[src/rtl/gsr_pkg.sv]
// gsr_pkg: shared types and constants for the i2c gas sensor reader
// no dependencies; imported by every module of the block
`timescale 1ns / 1ps

package gsr_pkg;

  // bus constants
  localparam logic [7:0]  ADDR_WR_BYTE   = 8'hB0;
  localparam logic [7:0]  ADDR_RD_BYTE   = 8'hB1;
  localparam logic [15:0] SERIAL_CMD     = {8'h36, 8'h82};
  localparam logic [15:0] ECO2_MIN       = 16'd400;
  localparam logic [15:0] VALUE_MAX      = 16'd60000;
  localparam logic [3:0]  MEASURE_BYTES  = 4'd6;
  localparam logic [3:0]  SERIAL_BYTES   = 4'd9;
  localparam logic [3:0]  CMD_BYTES      = 4'd3;
  localparam logic [3:0]  BITS_PER_BYTE  = 4'd8;

  // operation codes
  localparam logic [1:0] FN_WRITE   = 2'd0;
  localparam logic [1:0] FN_MEASURE = 2'd1;
  localparam logic [1:0] FN_SERIAL  = 2'd2;
  localparam logic [1:0] FN_UNUSED  = 2'd3;

  // status codes
  localparam logic [1:0] ST_OK    = 2'd0;
  localparam logic [1:0] ST_NACK  = 2'd1;
  localparam logic [1:0] ST_RANGE = 2'd2;

  // configuration register indexes and reset values
  localparam logic [1:0]  CFG_MEASURE_CMD  = 2'd0;
  localparam logic [1:0]  CFG_MEASURE_WAIT = 2'd1;
  localparam logic [1:0]  CFG_SERIAL_WAIT  = 2'd2;
  localparam logic [15:0] MEASURE_CMD_RST  = 16'd8200;
  localparam logic [19:0] MEASURE_WAIT_RST = 20'd12000;
  localparam logic [19:0] SERIAL_WAIT_RST  = 20'd20000;

  localparam int IN_TDATA_W  = 24;
  localparam int OUT_TDATA_W = 72;

  typedef struct packed {
    logic        start_request;
    logic [1:0]  func;
    logic [15:0] command_word;
    logic        sda_sample;
  } gsr_item_t;

  typedef struct packed {
    logic        scl_level;
    logic        sda_level;
    logic        busy_res;
    logic        done_res;
    logic [1:0]  status;
    logic [15:0] eco2_ppm;
    logic [15:0] tvoc_ppb;
    logic [31:0] serial_number;
  } gsr_result_t;

  typedef struct packed {
    logic [15:0] measure_command;
    logic [19:0] measure_wait_ticks;
    logic [19:0] serial_wait_ticks;
  } gsr_cfg_t;

endpackage

[src/rtl/gsr_cfg_regs.sv]
// gsr_cfg_regs: configuration registers of the i2c gas sensor reader
// depends on gsr_pkg
`timescale 1ns / 1ps

module gsr_cfg_regs (
  input  logic              clk,
  input  logic              rst_n,
  input  logic              wr_en,
  input  logic [1:0]        wr_index,
  input  logic [19:0]       wr_data,
  output gsr_pkg::gsr_cfg_t cfg
);
  import gsr_pkg::*;

  gsr_cfg_t cfg_r;

  always_ff @(posedge clk) begin
    if (!rst_n) begin
      cfg_r.measure_command    <= MEASURE_CMD_RST;
      cfg_r.measure_wait_ticks <= MEASURE_WAIT_RST;
      cfg_r.serial_wait_ticks  <= SERIAL_WAIT_RST;
    end else if (wr_en) begin
      case (wr_index)
        CFG_MEASURE_CMD:  cfg_r.measure_command    <= wr_data[15:0];
        CFG_MEASURE_WAIT: cfg_r.measure_wait_ticks <= wr_data;
        CFG_SERIAL_WAIT:  cfg_r.serial_wait_ticks  <= wr_data;
        default: ;  // writes beyond the list are dropped
      endcase
    end
  end

  assign cfg = cfg_r;

endmodule

[src/rtl/gsr_seq.sv]
// gsr_seq: tick-level i2c bus sequencer, state and next-tick logic
// depends on gsr_pkg; the result is registered by the top level
`timescale 1ns / 1ps

module gsr_seq (
  input  logic                 clk,
  input  logic                 rst_n,
  input  logic                 step,
  input  gsr_pkg::gsr_item_t   item,
  input  gsr_pkg::gsr_cfg_t    cfg,
  output gsr_pkg::gsr_result_t res
);
  import gsr_pkg::*;

  typedef enum logic [7:0] {
    PH_IDLE  = 8'b0000_0001,
    PH_START = 8'b0000_0010,
    PH_SEND  = 8'b0000_0100,
    PH_ACKW  = 8'b0000_1000,
    PH_STOP  = 8'b0001_0000,
    PH_WAIT  = 8'b0010_0000,
    PH_READ  = 8'b0100_0000,
    PH_MACK  = 8'b1000_0000
  } phase_t;

  phase_t      phase_r, phase_nxt;
  logic [1:0]  operation_r, operation_nxt;
  logic [15:0] command_hold_r, command_hold_nxt;
  logic [3:0]  bit_count_r, bit_count_nxt;
  logic [3:0]  byte_count_r, byte_count_nxt;
  logic [7:0]  shift_byte_r, shift_byte_nxt;
  logic [19:0] wait_count_r, wait_count_nxt;
  logic [1:0]  tick_sub_r, tick_sub_nxt;
  logic        leg_r, leg_nxt;
  logic        failed_r, failed_nxt;
  logic [1:0]  last_status_r, last_status_nxt;
  logic [15:0] eco2_hold_r, eco2_hold_nxt;
  logic [15:0] tvoc_hold_r, tvoc_hold_nxt;
  logic [31:0] serial_hold_r, serial_hold_nxt;
  // only bytes 0, 1, 3 and 4 of a read are ever used
  logic [7:0]  rx_r [4];
  logic [7:0]  rx_nxt [4];

  logic        scl, sda, busy, done;
  logic [3:0]  read_total;
  logic [15:0] eco2_val, tvoc_val;
  logic [19:0] wait_len;

  function automatic logic [7:0] send_byte(input logic leg, input logic [3:0] bc,
                                           input logic [15:0] cmd);
    logic [7:0] b;
    if (leg)            b = ADDR_RD_BYTE;
    else if (bc == 4'd0) b = ADDR_WR_BYTE;
    else if (bc == 4'd1) b = cmd[15:8];
    else                 b = cmd[7:0];
    return b;
  endfunction

  assign eco2_val = {rx_r[0], rx_r[1]};
  assign tvoc_val = {rx_r[2], rx_r[3]};

  always_comb begin
    phase_nxt        = phase_r;
    operation_nxt    = operation_r;
    command_hold_nxt = command_hold_r;
    bit_count_nxt    = bit_count_r;
    byte_count_nxt   = byte_count_r;
    shift_byte_nxt   = shift_byte_r;
    wait_count_nxt   = wait_count_r;
    tick_sub_nxt     = tick_sub_r;
    leg_nxt          = leg_r;
    failed_nxt       = failed_r;
    last_status_nxt  = last_status_r;
    eco2_hold_nxt    = eco2_hold_r;
    tvoc_hold_nxt    = tvoc_hold_r;
    serial_hold_nxt  = serial_hold_r;
    rx_nxt           = rx_r;
    scl              = 1'b1;
    sda              = 1'b1;
    done             = 1'b0;

    // the accepting tick is already the first start tick
    if (phase_r == PH_IDLE && item.start_request && item.func != FN_UNUSED) begin
      operation_nxt = item.func;
      case (item.func)
        FN_WRITE:   command_hold_nxt = item.command_word;
        FN_MEASURE: command_hold_nxt = cfg.measure_command;
        default:    command_hold_nxt = SERIAL_CMD;
      endcase
      failed_nxt     = 1'b0;
      leg_nxt        = 1'b0;
      byte_count_nxt = 4'd0;
      tick_sub_nxt   = 2'd0;
      phase_nxt      = PH_START;
    end

    busy       = phase_nxt != PH_IDLE;
    read_total = (operation_nxt == FN_MEASURE) ? MEASURE_BYTES : SERIAL_BYTES;
    wait_len   = (operation_nxt == FN_MEASURE) ? cfg.measure_wait_ticks
                                               : cfg.serial_wait_ticks;

    case (phase_nxt)
      PH_IDLE: ;
      PH_START: begin
        sda = tick_sub_nxt < 2'd2;
        if (tick_sub_nxt == 2'd3) begin
          shift_byte_nxt = send_byte(leg_nxt, byte_count_nxt, command_hold_nxt);
          bit_count_nxt  = 4'd0;
          tick_sub_nxt   = 2'd0;
          phase_nxt      = PH_SEND;
        end else begin
          tick_sub_nxt = tick_sub_nxt + 2'd1;
        end
      end
      PH_SEND: begin
        scl = tick_sub_nxt[0];
        sda = shift_byte_nxt[7];
        if (tick_sub_nxt == 2'd0) begin
          tick_sub_nxt = 2'd1;
        end else begin
          shift_byte_nxt = {shift_byte_nxt[6:0], 1'b0};
          bit_count_nxt  = bit_count_nxt + 4'd1;
          tick_sub_nxt   = 2'd0;
          if (bit_count_nxt >= BITS_PER_BYTE) phase_nxt = PH_ACKW;
        end
      end
      PH_ACKW: begin
        scl = tick_sub_nxt == 2'd1;
        if (tick_sub_nxt == 2'd1) begin
          failed_nxt   = item.sda_sample;
          tick_sub_nxt = 2'd2;
        end else if (tick_sub_nxt == 2'd0) begin
          tick_sub_nxt = 2'd1;
        end else if (failed_nxt) begin
          tick_sub_nxt = 2'd0;
          phase_nxt    = PH_STOP;
        end else if (!leg_nxt) begin
          byte_count_nxt = byte_count_nxt + 4'd1;
          if (byte_count_nxt < CMD_BYTES) begin
            shift_byte_nxt = send_byte(leg_nxt, byte_count_nxt, command_hold_nxt);
            bit_count_nxt  = 4'd0;
            tick_sub_nxt   = 2'd0;
            phase_nxt      = PH_SEND;
          end else begin
            failed_nxt   = 1'b0;
            tick_sub_nxt = 2'd0;
            phase_nxt    = PH_STOP;
          end
        end else begin
          byte_count_nxt = 4'd0;
          shift_byte_nxt = 8'd0;
          bit_count_nxt  = 4'd0;
          tick_sub_nxt   = 2'd0;
          phase_nxt      = PH_READ;
        end
      end
      PH_READ: begin
        scl = tick_sub_nxt == 2'd0;
        if (tick_sub_nxt == 2'd0) begin
          shift_byte_nxt = {shift_byte_nxt[6:0], item.sda_sample};
          tick_sub_nxt   = 2'd1;
        end else begin
          bit_count_nxt = bit_count_nxt + 4'd1;
          tick_sub_nxt  = 2'd0;
          if (bit_count_nxt >= BITS_PER_BYTE) phase_nxt = PH_MACK;
        end
      end
      PH_MACK: begin
        // ack every byte but the last one
        sda = !(({1'b0, byte_count_nxt} + 5'd1) < {1'b0, read_total});
        scl = tick_sub_nxt[0];
        if (tick_sub_nxt == 2'd0) begin
          tick_sub_nxt = 2'd1;
        end else begin
          case (byte_count_nxt)
            4'd0:    rx_nxt[0] = shift_byte_nxt;
            4'd1:    rx_nxt[1] = shift_byte_nxt;
            4'd3:    rx_nxt[2] = shift_byte_nxt;
            4'd4:    rx_nxt[3] = shift_byte_nxt;
            default: ;
          endcase
          byte_count_nxt = byte_count_nxt + 4'd1;
          if (byte_count_nxt >= read_total) begin
            failed_nxt   = 1'b0;
            tick_sub_nxt = 2'd0;
            phase_nxt    = PH_STOP;
          end else begin
            shift_byte_nxt = 8'd0;
            bit_count_nxt  = 4'd0;
            tick_sub_nxt   = 2'd0;
            phase_nxt      = PH_READ;
          end
        end
      end
      PH_STOP: begin
        sda = !(tick_sub_nxt < 2'd2);
        if (tick_sub_nxt != 2'd3) begin
          tick_sub_nxt = tick_sub_nxt + 2'd1;
        end else if (failed_nxt) begin
          last_status_nxt = ST_NACK;
          done            = 1'b1;
          phase_nxt       = PH_IDLE;
        end else if (leg_nxt) begin
          if (operation_nxt == FN_MEASURE) begin
            if (eco2_val < ECO2_MIN || eco2_val > VALUE_MAX || tvoc_val > VALUE_MAX) begin
              eco2_hold_nxt   = 16'd0;
              tvoc_hold_nxt   = 16'd0;
              last_status_nxt = ST_RANGE;
            end else begin
              eco2_hold_nxt   = eco2_val;
              tvoc_hold_nxt   = tvoc_val;
              last_status_nxt = ST_OK;
            end
          end else begin
            serial_hold_nxt = {eco2_val, tvoc_val};
            last_status_nxt = ST_OK;
          end
          done      = 1'b1;
          phase_nxt = PH_IDLE;
        end else if (operation_nxt == FN_WRITE) begin
          last_status_nxt = ST_OK;
          done            = 1'b1;
          phase_nxt       = PH_IDLE;
        end else if (wait_len == 20'd0) begin
          leg_nxt        = 1'b1;
          byte_count_nxt = 4'd0;
          tick_sub_nxt   = 2'd0;
          phase_nxt      = PH_START;
        end else begin
          wait_count_nxt = wait_len;
          phase_nxt      = PH_WAIT;
        end
      end
      PH_WAIT: begin
        if (wait_count_nxt != 20'd0) wait_count_nxt = wait_count_nxt - 20'd1;
        if (wait_count_nxt == 20'd0) begin
          leg_nxt        = 1'b1;
          byte_count_nxt = 4'd0;
          tick_sub_nxt   = 2'd0;
          phase_nxt      = PH_START;
        end
      end
      default: phase_nxt = PH_IDLE;
    endcase
  end

  always_ff @(posedge clk) begin
    if (!rst_n) begin
      phase_r        <= PH_IDLE;
      operation_r    <= 2'd0;
      command_hold_r <= 16'd0;
      bit_count_r    <= 4'd0;
      byte_count_r   <= 4'd0;
      shift_byte_r   <= 8'd0;
      wait_count_r   <= 20'd0;
      tick_sub_r     <= 2'd0;
      leg_r          <= 1'b0;
      failed_r       <= 1'b0;
      last_status_r  <= ST_OK;
      eco2_hold_r    <= 16'd0;
      tvoc_hold_r    <= 16'd0;
      serial_hold_r  <= 32'd0;
    end else if (step) begin
      phase_r        <= phase_nxt;
      operation_r    <= operation_nxt;
      command_hold_r <= command_hold_nxt;
      bit_count_r    <= bit_count_nxt;
      byte_count_r   <= byte_count_nxt;
      shift_byte_r   <= shift_byte_nxt;
      wait_count_r   <= wait_count_nxt;
      tick_sub_r     <= tick_sub_nxt;
      leg_r          <= leg_nxt;
      failed_r       <= failed_nxt;
      last_status_r  <= last_status_nxt;
      eco2_hold_r    <= eco2_hold_nxt;
      tvoc_hold_r    <= tvoc_hold_nxt;
      serial_hold_r  <= serial_hold_nxt;
    end
  end

  // received bytes need no reset
  always_ff @(posedge clk) begin
    if (step) rx_r <= rx_nxt;
  end

  always_comb begin
    res.scl_level     = scl;
    res.sda_level     = sda;
    res.busy_res      = busy;
    res.done_res      = done;
    res.status        = last_status_nxt;
    res.eco2_ppm      = eco2_hold_nxt;
    res.tvoc_ppb      = tvoc_hold_nxt;
    res.serial_number = serial_hold_nxt;
  end

`ifndef SYNTHESIS
  a_done_busy: assert property (@(posedge clk) disable iff (!rst_n)
    step && done |-> busy)
    else $error("done without busy");

  a_done_idle: assert property (@(posedge clk) disable iff (!rst_n)
    step && done |=> phase_r == PH_IDLE)
    else $error("sequencer not idle after done");

  a_idle_bus: assert property (@(posedge clk) disable iff (!rst_n)
    step && phase_r == PH_IDLE && !busy |-> scl && sda && !done)
    else $error("bus driven while idle");

  a_bit_range: assert property (@(posedge clk) disable iff (!rst_n)
    bit_count_r <= BITS_PER_BYTE && byte_count_r <= SERIAL_BYTES)
    else $error("bit or byte count out of range");

  a_stop_high_scl: assert property (@(posedge clk) disable iff (!rst_n)
    step && (phase_r == PH_STOP || phase_r == PH_START || phase_r == PH_WAIT) |-> scl)
    else $error("scl low outside a clocked phase");
`endif

endmodule

[src/rtl/i2c_gas_sensor_reader.sv]
// i2c_gas_sensor_reader: top level, stream ports, input and result registers
// depends on gsr_pkg, gsr_cfg_regs and gsr_seq
`timescale 1ns / 1ps

// Tick-driven I2C master for a gas sensor at device address 0x58. Every input
// word is one bus tick (nominally one microsecond): it carries the SDA level
// sampled during that tick and an optional start request, and every input
// word yields exactly one output word with the SCL/SDA drive levels for that
// tick, busy/done flags, the status of the last finished operation and the
// latest eco2, tvoc and serial number values. Operations: write a command,
// measure air quality (measure command, programmable wait, six-byte read with
// range check) and read the serial number (0x3682, wait, nine-byte read).
// A NACK ends the transaction with a stop and status 1; CRC bytes are not
// checked. Throughput is one word per clock while out_tready is high: the
// word sits in an input register, one pass of next-tick logic in the
// sequencer updates the bus state, and the result lands in an output
// register, from which it leaves when out_tready is high.
// The input register holds a further word while a result waits on
// out_tready. Configuration writes are taken at any time on the cfg port but
// should only be issued while idle.

module i2c_gas_sensor_reader (
  input  logic        clk,
  input  logic        rst_n,
  // in_tdata, lowest bit up: start_request[0], func[2:1],
  // command_word[18:3], sda_sample[19], zero pad[23:20]
  input  logic        in_tvalid,
  output logic        in_tready,
  input  logic [gsr_pkg::IN_TDATA_W-1:0] in_tdata,
  // out_tdata, lowest bit up: scl_level[0], sda_level[1], busy_res[2],
  // done_res[3], status[5:4], eco2_ppm[21:6], tvoc_ppb[37:22],
  // serial_number[69:38], zero pad[71:70]
  output logic        out_tvalid,
  input  logic        out_tready,
  output logic [gsr_pkg::OUT_TDATA_W-1:0] out_tdata,
  // configuration write channel
  input  logic        cfg_valid,
  output logic        cfg_ready,
  input  logic [1:0]  cfg_index,
  input  logic [19:0] cfg_data
);
  import gsr_pkg::*;

  logic        in_vld_r;
  gsr_item_t   in_item_r;
  logic        out_vld_r;
  gsr_result_t out_res_r;
  gsr_result_t seq_res;
  gsr_cfg_t    cfg;
  logic        step;

  // one tick advances when the input word is held and the result slot frees
  assign step      = in_vld_r && (!out_vld_r || out_tready);
  assign in_tready = !in_vld_r || step;
  assign cfg_ready = 1'b1;

  always_ff @(posedge clk) begin
    if (!rst_n) begin
      in_vld_r  <= 1'b0;
      out_vld_r <= 1'b0;
    end else begin
      if (in_tready) in_vld_r <= in_tvalid;
      if (step) out_vld_r <= 1'b1;
      else if (out_tready) out_vld_r <= 1'b0;
    end
  end

  // payload registers
  always_ff @(posedge clk) begin
    if (in_tvalid && in_tready) begin
      in_item_r.start_request <= in_tdata[0];
      in_item_r.func          <= in_tdata[2:1];
      in_item_r.command_word  <= in_tdata[18:3];
      in_item_r.sda_sample    <= in_tdata[19];
    end
    if (step) out_res_r <= seq_res;
  end

  gsr_cfg_regs u_cfg (
    .clk      (clk),
    .rst_n    (rst_n),
    .wr_en    (cfg_valid && cfg_ready),
    .wr_index (cfg_index),
    .wr_data  (cfg_data),
    .cfg      (cfg)
  );

  gsr_seq u_seq (
    .clk   (clk),
    .rst_n (rst_n),
    .step  (step),
    .item  (in_item_r),
    .cfg   (cfg),
    .res   (seq_res)
  );

  assign out_tvalid = out_vld_r;
  assign out_tdata  = {2'b00,
                       out_res_r.serial_number,
                       out_res_r.tvoc_ppb,
                       out_res_r.eco2_ppm,
                       out_res_r.status,
                       out_res_r.done_res,
                       out_res_r.busy_res,
                       out_res_r.sda_level,
                       out_res_r.scl_level};

endmodule
[config.mk]
export PLATFORM = sky130hd
export DESIGN_NAME = i2c_gas_sensor_reader
export DESIGN_NICKNAME = d
export VERILOG_FILES = /design/src/rtl/gsr_pkg.sv /design/src/rtl/gsr_cfg_regs.sv /design/src/rtl/gsr_seq.sv /design/src/rtl/i2c_gas_sensor_reader.sv
export SDC_FILE = /design/constraint.sdc
export NUM_CORES = 1
export LEC_CHECK = 0
export BUFFER_PORTS_ARGS = -buffer_cell sky130_fd_sc_hd__buf_2
export CAP_MARGIN = 10
export CORE_MARGIN = 3
export CORE_UTILIZATION = 35
export CTS_CLUSTER_SIZE = 25
export DETAILED_ROUTE_END_ITERATION = 10
export GPL_TIMING_DRIVEN = 1
export SLEW_MARGIN = 20
export SYNTH_ARGS = -nofsm -noshare
export SYNTH_HDL_FRONTEND = slang
export SYNTH_SLANG_ARGS = --single-unit
[constraint.sdc]
create_clock -name clk -period 5.15 [get_ports clk]
set_clock_uncertainty 0.05 [all_clocks]
set_input_delay 1.03 -clock clk [delete_from_list [all_inputs] [get_ports clk]]
set_output_delay 1.03 -clock clk [all_outputs]
set_load 0.005 [all_outputs]
==> Implementation_results.wiki, run 1 <==
{| class="wikitable"
! Metric !! Value
|-
| Run status || finished, final reports clean
|-
| Clock Latency Late Sink || 540 ps
|-
| Sum of routed wire segments on met1 || 18900 um
|-
| Clock Tree Root || clkbuf_16
|-
| Post-DR vias/cell || 5.52
|-
| Met2 wirelength from detailed routing || 18700 um
|-
| Largest net degree at the start of global routing || 90
|-
| Core Footprint || 41100 um2
|-
| Die footprint || 44400 um2
|-
| Critical Path Start Type || flop
|-
| # diodes || 0
|-
| Fraction of power consumed by the clock network || 44.8%
|-
| Total number of nets in the final design || roughly 1700
|-
| Count of filler cells inserted in the layout || 4098
|-
| CTS tree || built
|-
| Cell leakage power || 6.24 nW
|-
| Final slew viol count || 0
|-
| Share of total power in combinational logic || under 10%
|-
| Max H-tree Level || 2
|-
| Post-route DRC || 0
|-
| Worst Hold End || u_seq.serial_hold_r[2]
|-
| Area share of the largest cell type after synthesis || about a quarter
|-
| Overall die height || about 210 um
|-
| Avg Synthesized Cell Area || 9.13 um2
|-
| Number of buffers created by CTS || 36
|-
| Final cell count without fillers || between 2000 and 2500
|-
| Ranking of synthesized cells by area || dfxtp_1 (26%), edfxtp_1 (25%), nand2_1 (8.5%)
|-
| Most common cell in the synthesized netlist || nand2_1
|-
| Internal cell power || 4.26 mW
|-
| Post-CTS Repair Setup Buffers || 0
|-
| Required @ worst endpoint || 5550 ps
|-
| Count of maximum capacitance violations || 0
|-
| Source of the worst register-to-register timing path || in_item_r[18]
|-
| R2R Setup Slk || 900 ps
|-
| Sw frac || between 20% and 30%
|-
| Cell area after technology mapping || 14700 um2
|-
| Total power divided by cell area || 334 nW/um2
|-
| Buffers added on ports || 118
|-
| Routed length on met3 || 2220 um
|-
| Transition time at the pin with the least slew margin || 966 ps
|-
| Worst Hold Slack || 398 ps
|-
| Number of cells in the design after placement || 2163
|-
| WL/cell || between 15 and 20 um
|-
| DPL Wire Length || 27800 um
|-
| Switching power total || 1.35 mW
|-
| Vias in the first global route || 11700
|-
| Commonest cells post-synth || nand2_1 (332), dfxtp_1 (190), a21oi_1 (157)
|-
| Number of flops mapped to enable cells by yosys || ~120
|-
| Reg2Reg Capture Point || u_seq.shift_byte_r[6]
|-
| Number of resized instances in the post-cts repair step || 0
|-
| Ys Warns || 0
|-
| Final core utilization || 40.8%
|-
| Layout cell share with drive strength beyond 1 || 14.5%
|-
| Cells on Worst Hold Path || 2
|-
| Cells on worst reg2reg path || 13
|-
| Total grt overflow || 0
|-
| Worst min path class || reg -> reg
|-
| Overall fraction of global-route tracks in use || 17.8%
|-
| Proportion of synthesized chip area in sequential cells || 50.9%
|-
| Primary FF master, synth || dfxtp_1
|-
| Cell variety after synth || 82
|-
| Highest ir drop seen on vdd || 212 uV
|-
| Drt first pass iters || 5
|-
| Kind of critical path || reg -> reg
|-
| Peak Freq || 235 MHz
|-
| Final setup fails || 0
|-
| Summed negative setup slack over all endpoints || 0 ps
|-
| Time the worst path needs with I/O delays and setup || 4250 ps
|-
| Relative slew margins || between 30% and 40%
|-
| First-pass GRT wire length || 64100 um
|-
| Highest net fanout along the worst path || 14
|-
| Clock-pin slew on the worst setup and hold paths || 60 ps
|-
| Placer Congestion || slightly below 0.9
|-
| Endpoint kind of the worst setup timing path || flop
|-
| Setup repair after global routing missed its margin || no
|-
| Width of the die || 211 um
|-
| Startpoint of the worst hold path || u_seq.serial_hold_r[2]
|-
| Remaining number of nets flagged by the antenna check after routing || 0
|-
| Number of placed I/O pins || 126
|-
| Reg power frac || 48.1%
|-
| Cell type contributing the most total cell area after synthesis || dfxtp_1
|-
| Floorplan row count || 74
|-
| DR vias || 12300
|-
| Crit path arrival time || 4650 ps
|-
| Synthesized instance count || about 1600
|-
| Quantity of hold-fixing buffers added after cts || 0
|-
| Post-synthesis sequential element count || about 310
|-
| Antenna violations before repair || 0
|-
| Initial drt markers || around 1000
|-
| Highest routing layer actually used || met4
|-
| Share of flip-flops with an asynchronous set or reset after synthesis || 0%
|-
| Post-Place Cell Area || 15600 um2
|-
| CTS sink count || 312
|-
| Syn-to-layout area delta || 14.4%
|-
| Clock buffer depth || 3
|-
| Hold Fails Final Rpt || 0
|-
| Portion of the clock cycle consumed by the worst path in the final layout || 82.5%
|-
| Effective utilization at floorplan || 35.7%
|-
| Post-layout instance area || 16800 um2
|-
| Total Wirelength || 40600 um
|}
==> final cells by class <==
cell class / instances / area [um2] / area share (%)
well taps: 532 / 666 / 3.97
repair buffers: 137 / 746 / 4.44
clock inverters: 21 / 215 / 1.28
inverters: 22 / 90.1 / 0.537
multi-input cells: 1160 / 6650 / 39.6
flip-flops and latches: 312 / 7470 / 44.5
clock buffers: 45 / 945 / 5.63
==> worst max path at each step <==
| stage | from | to | cells after the start |
|---|---|---|---|
| after detailed placement | in_item_r[18] | u_seq.shift_byte_r[6] | 13 |
| after global routing | in_item_r[18] | u_seq.shift_byte_r[2] | 13 |
| final | in_item_r[18] | u_seq.shift_byte_r[6] | 13 |
| after CTS | in_item_r[18] | u_seq.shift_byte_r[1] | 13 |
| after floorplan | out_tready | out_tdata[0] | 6 |
| after global placement | in_item_r[18] | u_seq.shift_byte_r[3] | 13 |
==> routing by layer <==
layer	up-vias	global-route usage, %
li1	5929	-
met1	5903	24.9
met2	398	29.1
met3	65	2.70
met4	0	4.64
met5	-	0
==> cells in the final DEF, fill, tap and decap left out, drive strengths merged, types with 5 or more instances in the layout <==
cell / count
buf: 137
nor2: 120
and3: 7
and4: 5
nor2b: 6
mux2: 32
nand4: 12
nand2b: 13
a31oi: 14
nor4: 21
clkbuf: 45
nand2: 332
a211oi: 22
o21ai: 45
nor3b: 7
and2: 8
ha: 15
o31ai: 7
nor4b: 7
xnor2: 5
or4: 5
o21a: 6
nand3: 86
xor2: 7
nand3b: 5
clkinv: 13
inv: 24
a31o: 6
or3: 12
nor3: 38
edfxtp: 122
a21oi: 157
o22ai: 6
mux2i: 50
a2111oi: 5
dfxtp: 190
a311oi: 32
==> critical path, cell delays in order, from the launching register on <==
cell and delay [ps]:
edfxtp_1 620, a21boi_1 540, nand4_1 360, nand2_1 300
inv_1 120, ha_1 350, ha_1 310, a21boi_0 130
o21ai_0 220, a21o_1 200, o221ai_2 170, nor2_1 500
nor2_1 80, a211oi_1 220
==> kinds of logic after synthesis <==
kind of cell	synth area share [%]
AO/OA/AOI/OAI	15.5
XOR/XNOR	0.717
adder cells (fa/ha/maj)	1.28
buffers and inverters	3.78
flip-flops	50.9
multiplexers	5.87
other	0.0512
AND/OR/NAND/NOR	21.9
==> stage by stage <==
stage / power [mW] / setup WS, ps
2_1_floorplan: 3.00 / 723
4_1_cts: 5.67 / 986
3_3_place_gp: 3.14 / 1110
5_1_grt: 5.82 / 422
3_5_place_dp: 3.15 / 1000
6_report: 5.61 / 903
==> state kept, by name (all words and copies together) (netlist names), 2 cells and up <==
name / count
u_seq.command_hold_r: 16
u_cfg.cfg: 56
in_item_r: 20
out_tdata: 70
u_seq.byte_count_r: 4
u_seq.operation_r: 2
u_seq.serial_hold_r: 32
u_seq.last_status_r: 2
u_seq.shift_byte_r: 8
u_seq.eco2_val: 16
u_seq.wait_count_r: 20
u_seq.phase_r: 8
u_seq.eco2_hold_r: 16
u_seq.tvoc_hold_r: 16
u_seq.tick_sub_r: 2
u_seq.bit_count_r: 4
u_seq.rx_r: 16
==> power groups by stage <==
stage	combinational [mW]	clock, mW	sequential [mW]
2_1_floorplan	0.258	0	2.74
3_3_place_gp	0.389	0	2.75
3_5_place_dp	0.397	0	2.75
4_1_cts	0.398	2.57	2.70
5_1_grt	0.445	2.67	2.71
6_report	0.398	2.51	2.70
(Power assumes the default switching activity.)
==> run 2, diff against run 1 <==
==> constraint.sdc (replaced) <==
create_clock -name clk -period 3.7 [get_ports clk]
set_clock_uncertainty 0.05 [all_clocks]
set_input_delay 0.74 -clock clk [delete_from_list [all_inputs] [get_ports clk]]
set_output_delay 0.74 -clock clk [all_outputs]
set_load 0.005 [all_outputs]
==> Implementation_results.wiki, run 2 (synthesis results as in run 1) <==
{| class="wikitable"
! Metric !! Value
|-
| Worst min path class || in -> reg
|-
| DPL Wire Length || 29000 um (+4.1%)
|-
| Run status || finished, final reports clean
|-
| Crit path arrival time || 3920 ps (-730 ps)
|-
| Library cell contributing the largest single delay on the critical path || edfxtp_1
|-
| Drt first pass iters || 7 (+2)
|-
| Summed negative setup slack over all endpoints || 0 ps (unchanged)
|-
| Overall die height || 211 um (unchanged)
|-
| # diodes || 0 (unchanged)
|-
| Die footprint || 44400 um2 (unchanged)
|-
| Final setup fails || 0 (unchanged)
|-
| Post-route DRC || 0 (unchanged)
|-
| Final slew viol count || 0 (unchanged)
|-
| Post-Place Setup Slack || 212 ps (-788 ps)
|-
| Post-DR vias/cell || 5.48 (-0.65%)
|-
| Total grt overflow || 0 (unchanged)
|-
| Met2 GRT Util || 29.8% (+0.73 points)
|-
| Highest ir drop seen on vdd || 330 uV (+55%)
|-
| Placer Congestion || 0.908 (+2.8%)
|-
| Relative slew margins || 34.5% (-1.1 points)
|-
| Highest net fanout along the worst path || 7 (-7)
|-
| WL/cell || 18.3 um (+0.41%)
|-
| Kind of critical path || reg -> reg
|-
| First-pass GRT wire length || 65400 um (+2.0%)
|-
| Portion of the clock cycle consumed by the worst path in the final layout || 94.3% (+12 points)
|-
| Leading cell type in the layout, fill and taps excluded || nand2_1
|-
| Remaining number of nets flagged by the antenna check after routing || 0 (unchanged)
|-
| Cells on Worst Hold Path || 1 (-1)
|-
| Critical Path Max Stage Delay || 390 ps (-230 ps)
|-
| DR vias || 12400 (+1.2%)
|-
| CTS sink count || 312 (unchanged)
|-
| Hold Fails Final Rpt || 0 (unchanged)
|-
| Effective utilization at floorplan || 35.7% (unchanged)
|-
| Initial drt markers || 982 (-3.4%)
|-
| Largest net degree at the start of global routing || 91 (+1.1%)
|-
| Flip-flop count of the largest register, all copies and words added || 70 (unchanged)
|-
| Clock Tree Root || clkbuf_16
|-
| Quantity of hold-fixing buffers added after cts || 0 (unchanged)
|-
| Final worst setup slack || 210 ps (-693 ps)
|-
| Cell leakage power || 6.48 nW (+3.7%)
|-
| Clock Latency Late Sink || 550 ps (about the same)
|-
| M1 GR Usage || 25.1% (+0.20 points)
|-
| Clock buffer depth || 3 (unchanged)
|-
| Antenna violations before repair || 0 (unchanged)
|-
| Count of maximum capacitance violations || 0 (unchanged)
|-
| Width of the die || 211 um (unchanged)
|-
| Overall fraction of global-route tracks in use || 18.3% (+0.52 points)
|-
| Number of placed I/O pins || 126 (unchanged)
|-
| Vias in the first global route || 11800 (+1.5%)
|-
| Time the worst path needs with I/O delays and setup || 3490 ps (-757 ps)
|-
| Endpoint kind of the worst setup timing path || flop
|-
| Core Footprint || 41100 um2 (unchanged)
|-
| Dominant cell type by count on the critical path || ha_1
|-
| GR peak layer || met2
|-
| Buffers added on ports || 118 (unchanged)
|-
| Critical Path Start Type || flop
|-
| Met3 GRT Util || 2.88% (+0.18 points)
|-
| Number of buffers created by CTS || 36 (unchanged)
|-
| Transition time at the pin with the least slew margin || 983 ps (+17.0 ps)
|-
| Total number of nets in the final design || 1778 (+2.5%)
|-
| CTS tree || built
|-
| Max H-tree Level || 2 (unchanged)
|-
| Commonest cells after routing, fill and taps aside || nand2_1 (331), dfxtp_1 (190), a21oi_1 (157), edfxtp_1 (122), nor2_1 (119)
|-
| Setup repair after global routing missed its margin || no
|-
| Peak Freq || 287 MHz (+22%)
|-
| Total Wirelength || 41600 um (+2.3%)
|-
| Floorplan row count || 74 (unchanged)
|-
| Syn-to-layout area delta || 17.2%
|-
| Clock-pin slew on the worst setup and hold paths || 60 ps (about the same)
|-
| Layout cell share with drive strength beyond 1 || 16.8% (+2.4 points)
|-
| Cells on worst reg2reg path || 13 (unchanged)
|-
| Total power divided by cell area || 458 nW/um2 (+37%)
|-
| Required @ worst endpoint || 4130 ps (-1420 ps)
|-
| Critical path cell sequence || a21boi_1 > nand4_1 > nand2_2 > inv_1 > ha_1 > ha_1 > a21boi_0 > o21ai_1 > a21o_1 > o221ai_2 > or2_1 > a311o_1 > a21oi_1
|}
run 2: changes by cell type in the layout (fill, tap and decap cells not counted), sizes merged:
cell and change:
buf +43, clkinvlp -2, inv +1
run 2: final timing paths:
| path | from | end | slack, ps |
|---|---|---|---|
| min reg2reg | u_seq.serial_hold_r[3] | u_seq.serial_hold_r[3] | 400 |
| max | in_item_r[17] | u_seq.shift_byte_r[5] | 210 |
| max reg2reg | in_item_r[17] | u_seq.shift_byte_r[5] | 210 |
| min | in_tdata[15] | in_item_r[13] | 320 |
run 2: power by group:
part | internal, mW | leakage, nW | switching, mW
Sequential | 3.69 | 2.69 | 0.0604
Combinational | 0.206 | 3.21 | 0.374
Clock | 2.08 | 0.576 | 1.45
run 2: critical path, delay by kind of cell, from the launching register on:
family | cells | cell delay [ps]
AO/OA/AOI/OAI | 7 | 1400
adder cells (fa/ha/maj) | 2 | 640
buffers and inverters | 1 | 90
flip-flops | 1 | 390
AND/OR/NAND/NOR | 3 | 870
run 2: stage by stage:
stage	power, mW	std cells	hold WS, ps	util [%]	instance area [um2]
floorplan	4.18	1607	382	-	14700
global placement	4.39	2206	387	38.9	16000
detailed placement	4.40	2206	393	38.9	16000
CTS	7.97	2271	296	41.8	17200
global route	8.17	2271	301	41.8	17200
finish	7.86	2271	322	41.8	17200
run 2: area by class of cell:
| class | instances | area (um2) |
|---|---|---|
| tap | 532 | 666 |
| timing repair buffer | 180 | 1120 |
| clock buffer | 45 | 965 |
| inverter | 22 | 90.1 |
| sequential | 312 | 7470 |
| clock inverter | 20 | 209 |
| fill | 4126 | 23900 |
| multi-input combinational | 1160 | 6680 |
run 2: routing by layer:
metal | routed length (um) | vias to the layer above
met1 | 19200 | 5978
met5 | 0 | -
met2 | 19300 | 367
li1 | - | 6024
met4 | 1130 | 0
met3 | 1950 | 76
run 2: repair_timing:
item	CTS	global route
setup buffers	0	0
resized for setup	0	3
setup endpoints to repair	0	6
==> run 3, diff against run 2 <==
--- a/config.mk
+++ b/config.mk
@@ -12,6 +12,8 @@
 export CTS_CLUSTER_SIZE = 25
 export DETAILED_ROUTE_END_ITERATION = 10
 export GPL_TIMING_DRIVEN = 1
+export PLACE_DENSITY = 0.56
+export REMOVE_ABC_BUFFERS = 1
 export SLEW_MARGIN = 20
 export SYNTH_ARGS = -nofsm -noshare
 export SYNTH_HDL_FRONTEND = slang
==> Implementation_results.wiki, run 3 (synthesis results as in run 1) <==
{| class="wikitable"
! Metric !! Value
|-
| Time the worst path needs with I/O delays and setup || 3470 ps (-20.1 ps)
|-
| Flip-flop count of the largest register, all copies and words added || 70 (unchanged)
|-
| Total grt overflow || 0 (unchanged)
|-
| Relative slew margins || 30.7% (-3.8 points)
|-
| Core Footprint || 41100 um2 (unchanged)
|-
| Dominant cell type by count on the critical path || ha_1
|-
| Highest net fanout along the worst path || 7 (unchanged)
|-
| Setup repair after global routing missed its margin || no
|-
| Crit path arrival time || 3890 ps (-30 ps)
|-
| Post-Place Cell Area || 16000 um2 (-0.21%)
|-
| WL/cell || 18.2 um (-0.48%)
|-
| Final setup fails || 0 (unchanged)
|-
| Final slew viol count || 0 (unchanged)
|-
| Post-layout instance area || 17200 um2 (+0.31%)
|-
| Critical Path Start Type || flop
|-
| Count of maximum capacitance violations || 0 (unchanged)
|-
| Die footprint || 44400 um2 (unchanged)
|-
| Max H-tree Level || 2 (unchanged)
|-
| Worst min path class || in -> reg
|-
| Library cell contributing the largest single delay on the critical path || edfxtp_1
|-
| # diodes || 0 (unchanged)
|-
| Kind of critical path || reg -> reg
|-
| Overall fraction of global-route tracks in use || 18.3% (about the same)
|-
| Vias in the first global route || 11800 (-0.61%)
|-
| First-pass GRT wire length || 65500 um (+0.24%)
|-
| DPL Wire Length || 28300 um (-2.5%)
|-
| Placer Congestion || 0.912 (+0.51%)
|-
| Highest ir drop seen on vdd || 264 uV (-20%)
|-
| Commonest cells after routing, fill and taps aside || nand2_1 (332), dfxtp_1 (189), a21oi_1 (157), edfxtp_1 (122), nor2_1 (119)
|-
| Required @ worst endpoint || 4120 ps (about the same)
|-
| Number of buffers created by CTS || 36 (unchanged)
|-
| Area used by multi-input combinational logic || 6680 um2 (about the same)
|-
| Total power divided by cell area || 466 nW/um2 (+1.8%)
|-
| Clock buffer depth || 3 (unchanged)
|-
| Layout cell share with drive strength beyond 1 || 16.8% (unchanged)
|-
| Transition time at the pin with the least slew margin || 1040 ps (+57.0 ps)
|-
| Buf+Inv Stages, Crit Path || 1 (unchanged)
|-
| Antenna violations before repair || 0 (unchanged)
|-
| Final core utilization || 41.9% (+0.13 points)
|-
| Largest net degree at the start of global routing || 148 (+63%)
|-
| Cell leakage power || 6.50 nW (+0.32%)
|-
| Endpoint kind of the worst setup timing path || flop
|-
| Width of the die || 211 um (unchanged)
|-
| Count of filler cells inserted in the layout || 4093 (-0.80%)
|-
| Post-layout total power || 8.03 mW (+2.1%)
|-
| Number of placed I/O pins || 126 (unchanged)
|-
| Clock-pin slew on the worst setup and hold paths || 60 ps (about the same)
|-
| Worst Hold Slack || 328 ps (+6.56 ps)
|-
| Cell family contributing the most delay on the critical path || compound AO/OA/AOI/OAI gates
|-
| Clock Tree Root || clkbuf_16
|-
| CTS tree || built
|-
| Syn-to-layout area delta || 17.6%
|-
| Buffers added on ports || 118 (unchanged)
|-
| Floorplan row count || 74 (unchanged)
|-
| DR vias || 12500 (+0.37%)
|-
| Total number of nets in the final design || 1777 (-0.056%)
|-
| Portion of the clock cycle consumed by the worst path in the final layout || 93.8% (-0.54 points)
|-
| Peak Freq || 288 MHz (+0.58%)
|-
| CTS sink count || 312 (unchanged)
|-
| Post-DR vias/cell || 5.50 (+0.37%)
|-
| Critical path cell sequence || a21boi_2 > buf_4 > nand3_1 > and2_1 > ha_1 > ha_1 > a21boi_0 > o21ai_0 > a21o_1 > o221ai_2 > or2_1 > a311o_1 > a21oi_1
|-
| Drt first pass iters || 5 (-2)
|-
| Hold Fails Final Rpt || 0 (unchanged)
|-
| Leading cell type in the layout, fill and taps excluded || nand2_1
|-
| Clock Latency Late Sink || 550 ps (about the same)
|-
| Remaining number of nets flagged by the antenna check after routing || 0 (unchanged)
|-
| Post-route DRC || 0 (unchanged)
|-
| Run status || finished, final reports clean
|-
| Quantity of hold-fixing buffers added after cts || 0 (unchanged)
|-
| Effective utilization at floorplan || 35.7% (unchanged)
|-
| Initial drt markers || 1063 (+8.2%)
|-
| Area of all sequential standard cells || 7470 um2 (about the same)
|-
| Overall die height || 211 um (unchanged)
|-
| Total Wirelength || 41400 um (-0.48%)
|-
| Critical Path Max Stage Delay || 410 ps (+20 ps)
|}
[run 3: path summary, 6_finish.rpt]
| kind | from | to | slack (ps) | cells past startpoint |
|---|---|---|---|---|
| setup / recovery | in_item_r[17] | u_seq.shift_byte_r[7] | 230 | 13 |
| hold / removal | in_tdata[16] | in_item_r[14] | 330 | 1 |
| setup reg to reg | in_item_r[17] | u_seq.shift_byte_r[7] | 230 | 13 |
| hold reg to reg | u_seq.serial_hold_r[16] | u_seq.serial_hold_r[16] | 400 | 2 |
[run 3: metal layers]
| metal | share of wire [%] | track usage [%] |
|---|---|---|
| met1 | 46 | 26.0 |
| met5 | 0 | 0 |
| met3 | 6.1 | 2.75 |
| met2 | 46 | 29.0 |
| met4 | 2.3 | 5.77 |
[run 3: metrics by stage]
step                std cells  setup TNS, ps  setup slack, ps
floorplan                1494        -271680            -1860
global placement         2203              0              261
detailed placement       2203              0              183
CTS                      2269              0              159
global route             2271              0             1.08
finish                   2271              0              230
[run 3: power breakdown]
part / total (mW) / internal, mW / leakage (nW) / switching (mW)
Clock: 3.70 / 2.25 / 0.594 / 1.45
Combinational: 0.584 / 0.204 / 3.21 / 0.380
Sequential: 3.75 / 3.69 / 2.69 / 0.0593
[run 3: area by class of cell]
class / count / area share [%]
inverters: 22 / 0.522
well taps: 532 / 3.86
flip-flops and latches: 312 / 43.3
multi-input cells: 1160 / 38.7
clock inverters: 16 / 1.12
clock buffers: 50 / 6.00
repair buffers: 179 / 6.44
[run 3: timing repair]
item	CTS	global route
buffers inserted	0	2
gates resized for setup	0	6
endpoints found under the setup margin	0	12
